$ cat src/sv/p2o_pkg.sv
// ----------------------------------------------------------------------------
// p2o_pkg: shared types and constants of the path-to-outline converter
// Point, transform and sequencer hand-over types; request and result codes.
// ----------------------------------------------------------------------------
`default_nettype none

package p2o_pkg;

  typedef logic signed [31:0] coord_t;

  typedef struct packed {
    coord_t x;
    coord_t y;
  } pt_t;

  typedef struct packed {
    coord_t m_xx;
    coord_t m_xy;
    coord_t m_tx;
    coord_t m_yx;
    coord_t m_yy;
    coord_t m_ty;
  } xform_t;

  // transformed request handed from the lanes to the sequencer
  typedef struct packed {
    logic [2:0] req;
    pt_t        p0;
    pt_t        p1;
    pt_t        p2;
    pt_t        pp;
  } item_t;

  localparam logic [2:0] REQ_CLOSE = 3'd0;
  localparam logic [2:0] REQ_MOVE  = 3'd1;
  localparam logic [2:0] REQ_LINE  = 3'd2;
  localparam logic [2:0] REQ_CUBIC = 3'd3;
  localparam logic [2:0] REQ_END   = 3'd4;

  localparam logic [1:0] KIND_POINT   = 2'd0;
  localparam logic [1:0] KIND_END     = 2'd1;
  localparam logic [1:0] KIND_SUMMARY = 2'd2;

  localparam logic [2:0] REG_M_XX          = 3'd0;
  localparam logic [2:0] REG_M_XY          = 3'd1;
  localparam logic [2:0] REG_M_TX          = 3'd2;
  localparam logic [2:0] REG_M_YX          = 3'd3;
  localparam logic [2:0] REG_M_YY          = 3'd4;
  localparam logic [2:0] REG_M_TY          = 3'd5;
  localparam logic [2:0] REG_HAS_COMPOSITE = 3'd6;

  localparam coord_t COORD_MAX = 32'sh7fffffff;
  localparam coord_t COORD_MIN = 32'sh80000001;

  localparam logic [2:0] PC_SAT      = 3'd6;
  localparam logic [2:0] RECT_POINTS = 3'd5;
  localparam logic [2:0] PC_THIRD    = 3'd2;

endpackage

`default_nettype wire

$ cat src/sv/p2o_if.sv
// ----------------------------------------------------------------------------
// p2o_if: request and result channels of the path-to-outline converter
// Valid/ready channels; a request or result moves when both are high.
// ----------------------------------------------------------------------------
`default_nettype none


interface p2o_res_if;
  logic               valid;
  logic               ready;
  logic [1:0]         kind;
  logic signed [31:0] px;
  logic signed [31:0] py;
  logic               is_control;
  logic               contour_closed;
  logic signed [31:0] box_min_x;
  logic signed [31:0] box_min_y;
  logic signed [31:0] box_max_x;
  logic signed [31:0] box_max_y;
  logic               fast_track;
  logic               empty_path;
  logic               last;

  modport source (output valid, kind, px, py, is_control, contour_closed, box_min_x,
                  box_min_y, box_max_x, box_max_y, fast_track, empty_path, last,
                  input ready);
  modport sink (input valid, kind, px, py, is_control, contour_closed, box_min_x,
                box_min_y, box_max_x, box_max_y, fast_track, empty_path, last,
                output ready);
endinterface

`default_nettype wire

$ cat src/sv/p2o_merge.sv
// ----------------------------------------------------------------------------
// p2o_merge: result sequencer and path state
// Turns one transformed request into its results, one per cycle unless res
// stalls; keeps contour, box and rectangle state; drives the result register.
// ----------------------------------------------------------------------------
`default_nettype none

module p2o_merge
  import p2o_pkg::*;
(
  input  logic  clk,
  input  logic  rst,
  input  logic  has_composite,
  input  logic  load_valid,
  output logic  load_ready,
  input  item_t item,
  p2o_res_if.source res
);

  typedef enum logic [2:0] {ST_FIRST, ST_REPEAT, ST_P0, ST_P1, ST_P2} step_t;

  step_t      step, step_next;
  logic       mvalid;
  item_t      cur;
  logic       closed;
  logic [2:0] pc;
  logic       has_pts;
  pt_t        start;
  pt_t        last_pt;
  pt_t        first_pts [4];
  logic       third;
  coord_t     bmin_x, bmin_y, bmax_x, bmax_y;
  coord_t     bmin_x_next, bmin_y_next, bmax_x_next, bmax_y_next;

  logic       ovalid, olast, octrl, oclosed, ofast, oempty;
  logic [1:0] okind;
  coord_t     opx, opy, obminx, obminy, obmaxx, obmaxy;

  logic emit, done, is_pt, is_end, end_cl, is_sum, ctrl;
  logic cap_prev, cap_pt, set_closed, clr_closed, cubic;
  logic out_en, fire, fast;
  logic a2, b2, a4, b4;
  pt_t  pt;

  always_comb begin
    emit       = 1'b0;
    done       = 1'b0;
    step_next  = step;
    is_pt      = 1'b0;
    is_end     = 1'b0;
    end_cl     = 1'b0;
    is_sum     = 1'b0;
    pt         = cur.p0;
    ctrl       = 1'b0;
    cap_prev   = 1'b0;
    cap_pt     = 1'b0;
    set_closed = 1'b0;
    clr_closed = 1'b0;
    cubic      = (cur.req == REQ_CUBIC);
    case (cur.req)
      REQ_CLOSE: begin
        if (step == ST_FIRST) begin
          if (!closed && has_pts) begin
            emit      = 1'b1;
            is_pt     = 1'b1;
            pt        = start;
            step_next = ST_P0;
          end else begin
            done = 1'b1;
          end
        end else begin
          emit       = 1'b1;
          is_end     = 1'b1;
          end_cl     = 1'b1;
          set_closed = 1'b1;
          done       = 1'b1;
        end
      end
      REQ_MOVE: begin
        emit = 1'b1;
        if (step == ST_FIRST && !closed && pc != 3'd0) begin
          is_end    = 1'b1;
          step_next = ST_P0;
        end else begin
          is_pt      = 1'b1;
          cap_pt     = 1'b1;
          clr_closed = 1'b1;
          done       = 1'b1;
        end
      end
      REQ_LINE, REQ_CUBIC: begin
        emit = 1'b1;
        case (step)
          ST_FIRST: begin
            cap_prev = cubic && pc != 3'd0;
            if (closed) begin
              is_end    = 1'b1;
              step_next = ST_REPEAT;
            end else begin
              is_pt     = 1'b1;
              ctrl      = cubic;
              cap_pt    = 1'b1;
              step_next = ST_P1;
              done      = !cubic;
            end
          end
          ST_REPEAT: begin
            is_pt      = 1'b1;
            pt         = last_pt;
            clr_closed = 1'b1;
            step_next  = ST_P0;
          end
          ST_P0: begin
            is_pt     = 1'b1;
            ctrl      = cubic;
            cap_pt    = 1'b1;
            step_next = ST_P1;
            done      = !cubic;
          end
          ST_P1: begin
            is_pt     = 1'b1;
            pt        = cur.p1;
            ctrl      = 1'b1;
            cap_pt    = 1'b1;
            step_next = ST_P2;
          end
          ST_P2: begin
            is_pt  = 1'b1;
            pt     = cur.p2;
            cap_pt = 1'b1;
            done   = 1'b1;
          end
          default: begin
            emit = 1'b0;
            done = 1'b1;
          end
        endcase
      end
      REQ_END: begin
        emit = 1'b1;
        if (step == ST_FIRST && !closed && pc != 3'd0) begin
          is_end    = 1'b1;
          step_next = ST_P0;
        end else begin
          is_sum = 1'b1;
          done   = 1'b1;
        end
      end
      default: begin
        done = 1'b1;
      end
    endcase
  end

  always_comb begin
    bmin_x_next = bmin_x;
    bmin_y_next = bmin_y;
    bmax_x_next = bmax_x;
    bmax_y_next = bmax_y;
    if (cap_prev) begin
      if ($signed(cur.pp.x) < bmin_x_next) bmin_x_next = cur.pp.x;
      if ($signed(cur.pp.y) < bmin_y_next) bmin_y_next = cur.pp.y;
      if ($signed(cur.pp.x) > bmax_x_next) bmax_x_next = cur.pp.x;
      if ($signed(cur.pp.y) > bmax_y_next) bmax_y_next = cur.pp.y;
    end
    if (cap_pt) begin
      if ($signed(pt.x) < bmin_x_next) bmin_x_next = pt.x;
      if ($signed(pt.y) < bmin_y_next) bmin_y_next = pt.y;
      if ($signed(pt.x) > bmax_x_next) bmax_x_next = pt.x;
      if ($signed(pt.y) > bmax_y_next) bmax_y_next = pt.y;
    end
    if (is_sum) begin
      bmin_x_next = COORD_MAX;
      bmin_y_next = COORD_MAX;
      bmax_x_next = COORD_MIN;
      bmax_y_next = COORD_MIN;
    end
  end

  assign a2   = (first_pts[1].x == first_pts[0].x) && (first_pts[1].y == first_pts[2].y);
  assign b2   = (first_pts[1].x == first_pts[2].x) && (first_pts[1].y == first_pts[0].y);
  assign a4   = (first_pts[3].x == first_pts[0].x) && (first_pts[3].y == first_pts[2].y);
  assign b4   = (first_pts[3].x == first_pts[2].x) && (first_pts[3].y == first_pts[0].y);
  assign fast = !has_composite && pc == RECT_POINTS && !third && ((a2 && b4) || (b2 && a4));

  assign out_en     = !ovalid || res.ready;
  assign fire       = mvalid && (!emit || out_en);
  assign load_ready = !mvalid || (fire && done);

  always_ff @(posedge clk) begin
    if (rst) begin
      mvalid  <= 1'b0;
      step    <= ST_FIRST;
      closed  <= 1'b0;
      pc      <= 3'd0;
      has_pts <= 1'b0;
      start   <= '0;
      last_pt <= '0;
      third   <= 1'b0;
      bmin_x  <= COORD_MAX;
      bmin_y  <= COORD_MAX;
      bmax_x  <= COORD_MIN;
      bmax_y  <= COORD_MIN;
      ovalid  <= 1'b0;
    end else begin
      if (out_en) begin
        ovalid <= fire && emit;
        okind  <= is_sum ? KIND_SUMMARY : (is_end ? KIND_END : KIND_POINT);
        opx    <= is_pt ? pt.x : '0;
        opy    <= is_pt ? pt.y : '0;
        octrl  <= is_pt && ctrl;
        oclosed <= is_end && end_cl;
        obminx <= is_sum ? bmin_x : '0;
        obminy <= is_sum ? bmin_y : '0;
        obmaxx <= is_sum ? bmax_x : '0;
        obmaxy <= is_sum ? bmax_y : '0;
        ofast  <= is_sum && fast;
        oempty <= is_sum && pc == 3'd0;
        olast  <= done;
      end
      if (fire) begin
        step   <= done ? ST_FIRST : step_next;
        bmin_x <= bmin_x_next;
        bmin_y <= bmin_y_next;
        bmax_x <= bmax_x_next;
        bmax_y <= bmax_y_next;
        if (set_closed) closed <= 1'b1;
        if (clr_closed) closed <= 1'b0;
        if (is_pt) begin
          if (!has_pts) begin
            start   <= pt;
            has_pts <= 1'b1;
          end
          if (!pc[2]) first_pts[pc[1:0]] <= pt;
          if (pc == PC_THIRD) third <= ctrl;
          if (pc != PC_SAT) pc <= pc + 3'd1;
          last_pt <= pt;
        end
        if (is_end) has_pts <= 1'b0;
        if (is_sum) begin
          closed  <= 1'b0;
          pc      <= 3'd0;
          has_pts <= 1'b0;
          start   <= '0;
          last_pt <= '0;
          third   <= 1'b0;
        end
      end
      if (load_valid && load_ready) begin
        mvalid <= 1'b1;
        cur    <= item;
      end else if (fire && done) begin
        mvalid <= 1'b0;
      end
    end
  end

  assign res.valid          = ovalid;
  assign res.kind           = okind;
  assign res.px             = opx;
  assign res.py             = opy;
  assign res.is_control     = octrl;
  assign res.contour_closed = oclosed;
  assign res.box_min_x      = obminx;
  assign res.box_min_y      = obminy;
  assign res.box_max_x      = obmaxx;
  assign res.box_max_y      = obmaxy;
  assign res.fast_track     = ofast;
  assign res.empty_path     = oempty;
  assign res.last           = olast;

endmodule

`default_nettype wire

$ cat src/flat_wrapper.sv
// flat-port wrapper written by rule: the top's interface ports become plain ports
module p2o_merge_flat import p2o_pkg::*;
  (clk, rst, has_composite, load_valid, load_ready, item, res_valid, res_kind, res_px, res_py, res_is_control, res_contour_closed, res_box_min_x, res_box_min_y, res_box_max_x, res_box_max_y, res_fast_track, res_empty_path, res_last, res_ready);
  p2o_res_if res_i ();
  input  logic clk;
  input  logic rst;
  input  logic has_composite;
  input  logic load_valid;
  output logic load_ready;
  input  item_t item;
  output wire logic [$bits(res_i.valid)-1:0] res_valid;
  output wire logic [$bits(res_i.kind)-1:0] res_kind;
  output wire logic [$bits(res_i.px)-1:0] res_px;
  output wire logic [$bits(res_i.py)-1:0] res_py;
  output wire logic [$bits(res_i.is_control)-1:0] res_is_control;
  output wire logic [$bits(res_i.contour_closed)-1:0] res_contour_closed;
  output wire logic [$bits(res_i.box_min_x)-1:0] res_box_min_x;
  output wire logic [$bits(res_i.box_min_y)-1:0] res_box_min_y;
  output wire logic [$bits(res_i.box_max_x)-1:0] res_box_max_x;
  output wire logic [$bits(res_i.box_max_y)-1:0] res_box_max_y;
  output wire logic [$bits(res_i.fast_track)-1:0] res_fast_track;
  output wire logic [$bits(res_i.empty_path)-1:0] res_empty_path;
  output wire logic [$bits(res_i.last)-1:0] res_last;
  input wire logic [$bits(res_i.ready)-1:0] res_ready;
  assign res_valid = res_i.valid;
  assign res_kind = res_i.kind;
  assign res_px = res_i.px;
  assign res_py = res_i.py;
  assign res_is_control = res_i.is_control;
  assign res_contour_closed = res_i.contour_closed;
  assign res_box_min_x = res_i.box_min_x;
  assign res_box_min_y = res_i.box_min_y;
  assign res_box_max_x = res_i.box_max_x;
  assign res_box_max_y = res_i.box_max_y;
  assign res_fast_track = res_i.fast_track;
  assign res_empty_path = res_i.empty_path;
  assign res_last = res_i.last;
  assign res_i.ready = res_ready;
  p2o_merge u_core (.clk(clk), .rst(rst), .has_composite(has_composite), .load_valid(load_valid), .load_ready(load_ready), .item(item), .res(res_i));
endmodule
$ cat config.mk
export PLATFORM = sky130hd
export DESIGN_NAME = p2o_merge_flat
export DESIGN_NICKNAME = d
export VERILOG_FILES = /design/src/sv/p2o_pkg.sv /design/src/sv/p2o_if.sv /design/src/sv/p2o_merge.sv /design/src/flat_wrapper.sv
export SDC_FILE = /design/constraint.sdc
export NUM_CORES = 2
export LEC_CHECK = 0
export ABC_AREA = 1
export BUFFER_PORTS_ARGS = -buffer_cell sky130_fd_sc_hd__buf_4
export CAP_MARGIN = 30
export CORE_UTILIZATION = 40
export DETAILED_ROUTE_END_ITERATION = 12
export PLACE_DENSITY = 0.66
export REMOVE_ABC_BUFFERS = 1
export SLEW_MARGIN = 40
export SYNTH_ARGS = -nofsm -noshare
export SYNTH_HDL_FRONTEND = slang
export SYNTH_SLANG_ARGS = --single-unit
$ cat constraint.sdc
create_clock -name clk -period 17.77 [get_ports clk]
set_input_delay 1.777 -clock clk [delete_from_list [all_inputs] [get_ports clk]]
set_output_delay 1.777 -clock clk [all_outputs]
set_load 0.1 [all_outputs]
### Word-level counts from Yosys, hierarchy flattened

Memory sizes are Yosys's and may differ from the RTL's.
Index checks and enable logic that the tools add are counted.

| storage, ports and cells | value |
|---|---|
| bits in latches | 0 |
| memory bits (read-only) | 0 |
| register bits | 725 |
| logic and storage cells | 215 |
| input bits | 264 |
| RAM bits | 256 |
| memories kept | 1 |

| operators by class | value |
|---|---|
| magnitude comparators | 8 |
| $mul | 0 |
| bitwise gates (word level) | 1 |
| divide/modulo/power cells | 0 |
| reductions and logical operators | 58 |
| multiplexer cells | 86 |
| add/sub/neg operators | 1 |
| shift-type cells | 0 |
| equal/unequal tests | 24 |

Memory list:

| memory | depth | width | rd ports | clocked after memory_dff | write ports | line | text |
|---|---|---|---|---|---|---|---|
| u_core.first_pts | 4 | 64 | 4 | 0 | 1 | p2o_merge.sv:30 | `pt_t first_pts [4];` |

Operators by type and width:

| operator | count |
|---|---|
| 32-bit two-way mux | 20 |
| 64-bit two-way mux | 7 |
| 32-bit == test | 8 |
| 64-bit one-hot mux with 3 select lines | 1 |
| 32-bit > comparator | 4 |
| 32-bit < comparator | 4 |
| 64-bit one-hot mux with 2 select lines | 1 |
| 1-bit two-way mux | 37 |
| 1-bit logical AND | 21 |
| 3-bit two-way mux | 7 |
| 1-bit one-hot mux with 3 select lines | 6 |
| 3-bit by 2-bit == test with 1-bit output, second input constant | 5 |
| 3-bit one-hot mux with 4 select lines | 1 |
| 2-bit AND reduction | 5 |
| 3-bit == test, second input constant | 3 |
| 3-bit logical NOT | 3 |
| 3-bit by 1-bit != test with 1-bit output, second input constant | 3 |
| 3-bit one-hot mux with 3 select lines | 1 |
| 3-bit AND reduction | 3 |
| 3-bit nonzero test | 3 |
| 1-bit one-hot mux with 2 select lines | 4 |
| 2-bit nonzero test | 4 |
| 1-bit logical NOT | 7 |
| 3-bit by 1-bit == test with 1-bit output, second input constant | 2 |
| other kinds (13) | 18 |

### Logic depth before layout (Yosys ltp)

| depth | value |
|---|---|
| word-level depth | 12 |
| gate-level depth with buffers | 35 |

### Worst setup path after synthesis

OpenSTA, ideal clock, no wires.

| path | value |
|---|---|
| path type | input -> register |
| from | input res_ready |
| to | register u_core.cur[0] (netlist name) (enable) |
| data arrival time | 15.318 ns |
| setup slack | 1.570 ns |
| buffers on the path | 0 |
| data required time | 16.888 ns |
| library setup time | 0.882 ns |
| stages on the path | 6 |
| path through | nor2_1 nand2_1 nand2_2 o21ai_0 nand2_1 nor2_1 |

| between the ends | value |
|---|---|
| longest elaborated chain between the ends | 7 |

Ends and longest elaborated chain:

| item | line | text |
|---|---|---|
| start: declaration | flat_wrapper.sv:24 | `input wire logic [$bits(res_i.ready)-1:0] res_ready;` |
| 1-bit logical OR | p2o_merge.sv:186 | `assign out_en = !ovalid \|\| res.ready;` |
| 1-bit logical OR | p2o_merge.sv:187 | `assign fire = mvalid && (!emit \|\| out_en);` |
| 1-bit logical AND | p2o_merge.sv:187 |  |
| 1-bit logical AND | p2o_merge.sv:188 | `assign load_ready = !mvalid \|\| (fire && done);` |
| 1-bit logical OR | p2o_merge.sv:188 |  |
| net load_ready | flat_wrapper.sv:9 | `output logic load_ready;` |
| 1-bit logical AND | p2o_merge.sv:249 | `if (load_valid && load_ready) begin` |
| 2-bit AND reduction (no line) | -- |  |
| end signal: assignment | p2o_merge.sv:251 | `cur <= item;` |
| end: declaration | p2o_merge.sv:24 | `item_t cur;` |

The timed path passes the listed nets, and every way through them passes these cells.
A chain may end at the register's enable or synchronous reset.

### Worst setup path after layout

| path | value |
|---|---|
| from | register u_core.cur[19] (netlist name) |
| to | register u_core.bmax_y[2] |

| between the ends | value |
|---|---|
| longest elaborated chain between the ends | 7 |

Ends and longest elaborated chain:

| item | line | text |
|---|---|---|
| 32-bit > comparator | p2o_merge.sv:164 | `if ($signed(cur.pp.y) > bmax_y_next) bmax_y_next = cur.pp.y;` |
| 32-bit two-way mux * | p2o_merge.sv:164 |  |
| 32-bit two-way mux * | p2o_merge.sv:160 | `if (cap_prev) begin` |
| 32-bit > comparator | p2o_merge.sv:170 | `if ($signed(pt.y) > bmax_y_next) bmax_y_next = pt.y;` |
| 32-bit two-way mux | p2o_merge.sv:170 |  |
| 32-bit two-way mux * | p2o_merge.sv:166 | `if (cap_pt) begin` |
| 32-bit two-way mux * | p2o_merge.sv:172 | `if (is_sum) begin` |
| end signal: assignment | p2o_merge.sv:226 | `bmax_y <= bmax_y_next;` |
| end: declaration | p2o_merge.sv:32 | `coord_t bmin_x, bmin_y, bmax_x, bmax_y;` |

Mark *: on every way between the ends. The rest lies on a longest branch, timed or not.

==> impl_metrics.py <==
metrics = {
    "run_status": {
        "outcome": "finished with violations",
        "violations": "design-rule violations",
    },
    "timing": {
        "worst_slew_pin_slew_ps": 908,
        "fmax_mhz": 148,
        "fin_worst_skew_ps": 24.8,
        "maxSlewViolCount": 0,
        "fin_crit_sh_pct": 38.1,
        "finalSetupTns_ps": 0,
        "final-hold-violation-count": 0,
        "setup_violations": 0,
        "slew_headroom_pct": 39.5,
        "rsz0062_at_grt": "false",
        "fin_crit_ps": 6760,
        "hold_ws_ps": 462,
    },
    "synthesis": {
        "synth-edff-count": 714,
        "synth-async-reset-ratio_pct": 0,
        "syn_area_per_cell_um2": 10.1,
        "synth_cell_types": 57,
        "yosysTopAreaCellShare_pct": 46.3,
        "synth_warnings": 0,
        "synthesis.area_um2": 46300,
        "synthFlopType": "edfxtp_1",
        "syn_inst": 4574,
        "ys_top_cells_by_area": "edfxtp_1 (46%), dfxtp_1 (12%), nand2_1 (7.8%)",
        "synth_area_leader_cell": "edfxtp_1",
        "synth_seq_area_share_pct": 57.8,
        "synth-seq-cells": 981,
    },
    "floorplan": {
        "io_pins": 465,
        "die_h_um": 342,
        "die_area_um2": 117000,
        "initial_core_util_pct": 40.4,
        "core_area_um2": 115000,
        "die_x_um": 342,
        "rows": 124,
    },
    "setup_path": {
        "critical_path_required_ps": 18290,
        "startpoint_type": "flip-flop",
        "crit_arrival_ps": 7280,
        "crit_fanout": 46,
        "worstSetupEndpointType": "flip-flop",
        "path_class": "flip-flop to flip-flop",
    },
    "detailed_routing": {
        "vias": 36200,
        "drt-total-wl_mm": 152,
        "wl_per_cell_um": 22.9,
        "drc": 8,
        "drt_pass1_iterations": 12,
        "vias_per_cell": 5.47,
        "antenna_left": 0,
        "drt_iter0_drc": 3655,
    },
    "global_route": {
        "grt_max_degree": 75,
        "grtUsageTotal_pct": 25.2,
        "grt_pass1_vias": 34600,
        "grt_pass1_wl_mm": 221,
        "antenna_found_initial": 4,
        "overflow": 0,
    },
    "clock_tree": {
        "postCtsSetupRepairBufs": 0,
        "cts_max_path_buffers": 3,
        "cts_root_buf": "clkbuf_16",
        "cts_resized": 0,
        "htreeDepth": 3,
        "clk_pin_slew_ps": 70,
        "holdBufCountCts": 0,
        "cts_tree": "yes",
        "cts_buffers": 101,
        "clkLatencyLatePin_ps": 680,
        "cts_sinks": 981,
    },
    "pwr": {
        "power_density_nw_per_um2": 104,
        "leakage_nw": 22.0,
        "ir_drop_uv": 82.5,
    },
    "placement": {
        "place.gp.congestion": 0.929,
        "place_area_um2": 51600,
        "dp_hpwl_mm": 108,
        "portBuffers": 464,
    },
    "finish": {
        "fin_nets": 5534,
        "fin_area_um2": 55100,
        "area_growth_pct": 18.9,
        "drive_gt1_share_pct": 16.6,
        "final_cell_mix": "nand2_1 (957), edfxtp_1 (714), buf_4 (521)",
        "final_common_cell": "nand2_1",
    },
    "job": {
        "maxCapViolCount": 0,
    },
    "hold_path": {
        "hold_path_class": "flip-flop to flip-flop",
    },
}
-- layer usage --
layer,vias up,track usage [%],part of all wire [%]
li1,16800,-,-
met1,17600,34.2,42
met2,1550,40.3,47
met3,247,4.01,8.1
met4,2,9.83,3.6
met5,-,0,0.0046
-- final timing paths --
path,cells after the start,from,slack (ps),end
worst max register to register,26,u_core.cur[19]$_DFFE_PP_,11010,u_core.bmax_y[2]$_SDFFE_PP0P_
worst min-delay path,2,u_core.start[7]$_SDFFE_PP0P_,460,u_core.start[7]$_SDFFE_PP0P_
worst max-delay path,26,u_core.cur[19]$_DFFE_PP_,11010,u_core.bmax_y[2]$_SDFFE_PP0P_
worst min register to register,2,u_core.start[7]$_SDFFE_PP0P_,460,u_core.start[7]$_SDFFE_PP0P_
-- worst max-delay path: stages, from the launching register on --
cell	delay [ps]
edfxtp_1	460
ha_1	340
a21oi_1	160
o21ai_0	140
a21oi_1	150
nor2_1	40
o21ai_0	130
a21oi_1	80
a211oi_1	380
a21oi_1	120
nand3b_1	560
buf_4	490
o21ai_0	360
ha_1	310
a21oi_1	150
o21ai_0	100
a21o_1	170
a21oi_1	130
o21ai_0	90
a211oi_1	290
xor2_1	170
inv_1	60
nor2_1	270
clkinv_1	620
buf_4	490
o211ai_1	210
a21oi_1	90
-- flip-flops by register name (all words and copies together) (netlist names), 64 cells and up --
register / count
u_core.last_pt: 64
u_core.start: 64
u_core.first_pts: 256
u_core.cur: 259
-- layout make-up --
cell class / instances / area, um2
repair buffers: 539 / 4130
multi-input cells: 3000 / 17300
well taps: 1512 / 1890
clock buffers: 120 / 2710
flip-flops and latches: 981 / 26800
clock inverters: 70 / 742
fillers: 10600 / 59600
inverters: 391 / 1470
diodes: 3 / 7.51
-- cells in the mapped netlist (all sizes together) (29+ instances only) --
cell type,instances
nand2,966
edfxtp,714
a21oi,444
inv,390
nor2,296
dfxtp,267
ha,256
o21ai,256
xnor2,193
clkbuf,151
nand3,109
or2,87
nand4,86
o211ai,68
buf,51
nor3,30
a22o,29
-- through the flow --
| step | instances | total power [mW] | worst slack [ps] | util, % |
|---|---|---|---|---|
| floorplan | 4372 | 3.26 | -812 | - |
| global placement | 6421 | 3.54 | 11170 | 44.9 |
| detailed placement | 6422 | 3.56 | 11130 | 45.0 |
| CTS | 6612 | 5.77 | 11110 | 48.0 |
| global route | 6615 | 5.94 | 10340 | 48.0 |
| finish | 6616 | 5.75 | 11010 | 48.0 |
-- logic make-up (layout without fill, tap and decap cells) --
family	Yosys count	after routing	share of synthesized area, %
AOI/OAI and AO/OA	940	940	11.8
and+or+nand+nor	1608	1608	14.8
DFF	981	981	57.8
other	0	3	0
xor gates and xnor gates	195	195	3.69
buffers and inverters	593	1120	5.06
muxes	1	1	0.0216
adders and majority gates	256	256	6.91
-- report_power, final --
part	switching (mW)	leakage, nW	internal [mW]	total, mW
combinational	0.654	11.3	0.242	0.897
sequential	0.0611	8.94	2.57	2.63
clock	0.928	1.68	1.30	2.22
total	1.64	22.0	4.10	5.75
Power figures use the tool's default switching activity.
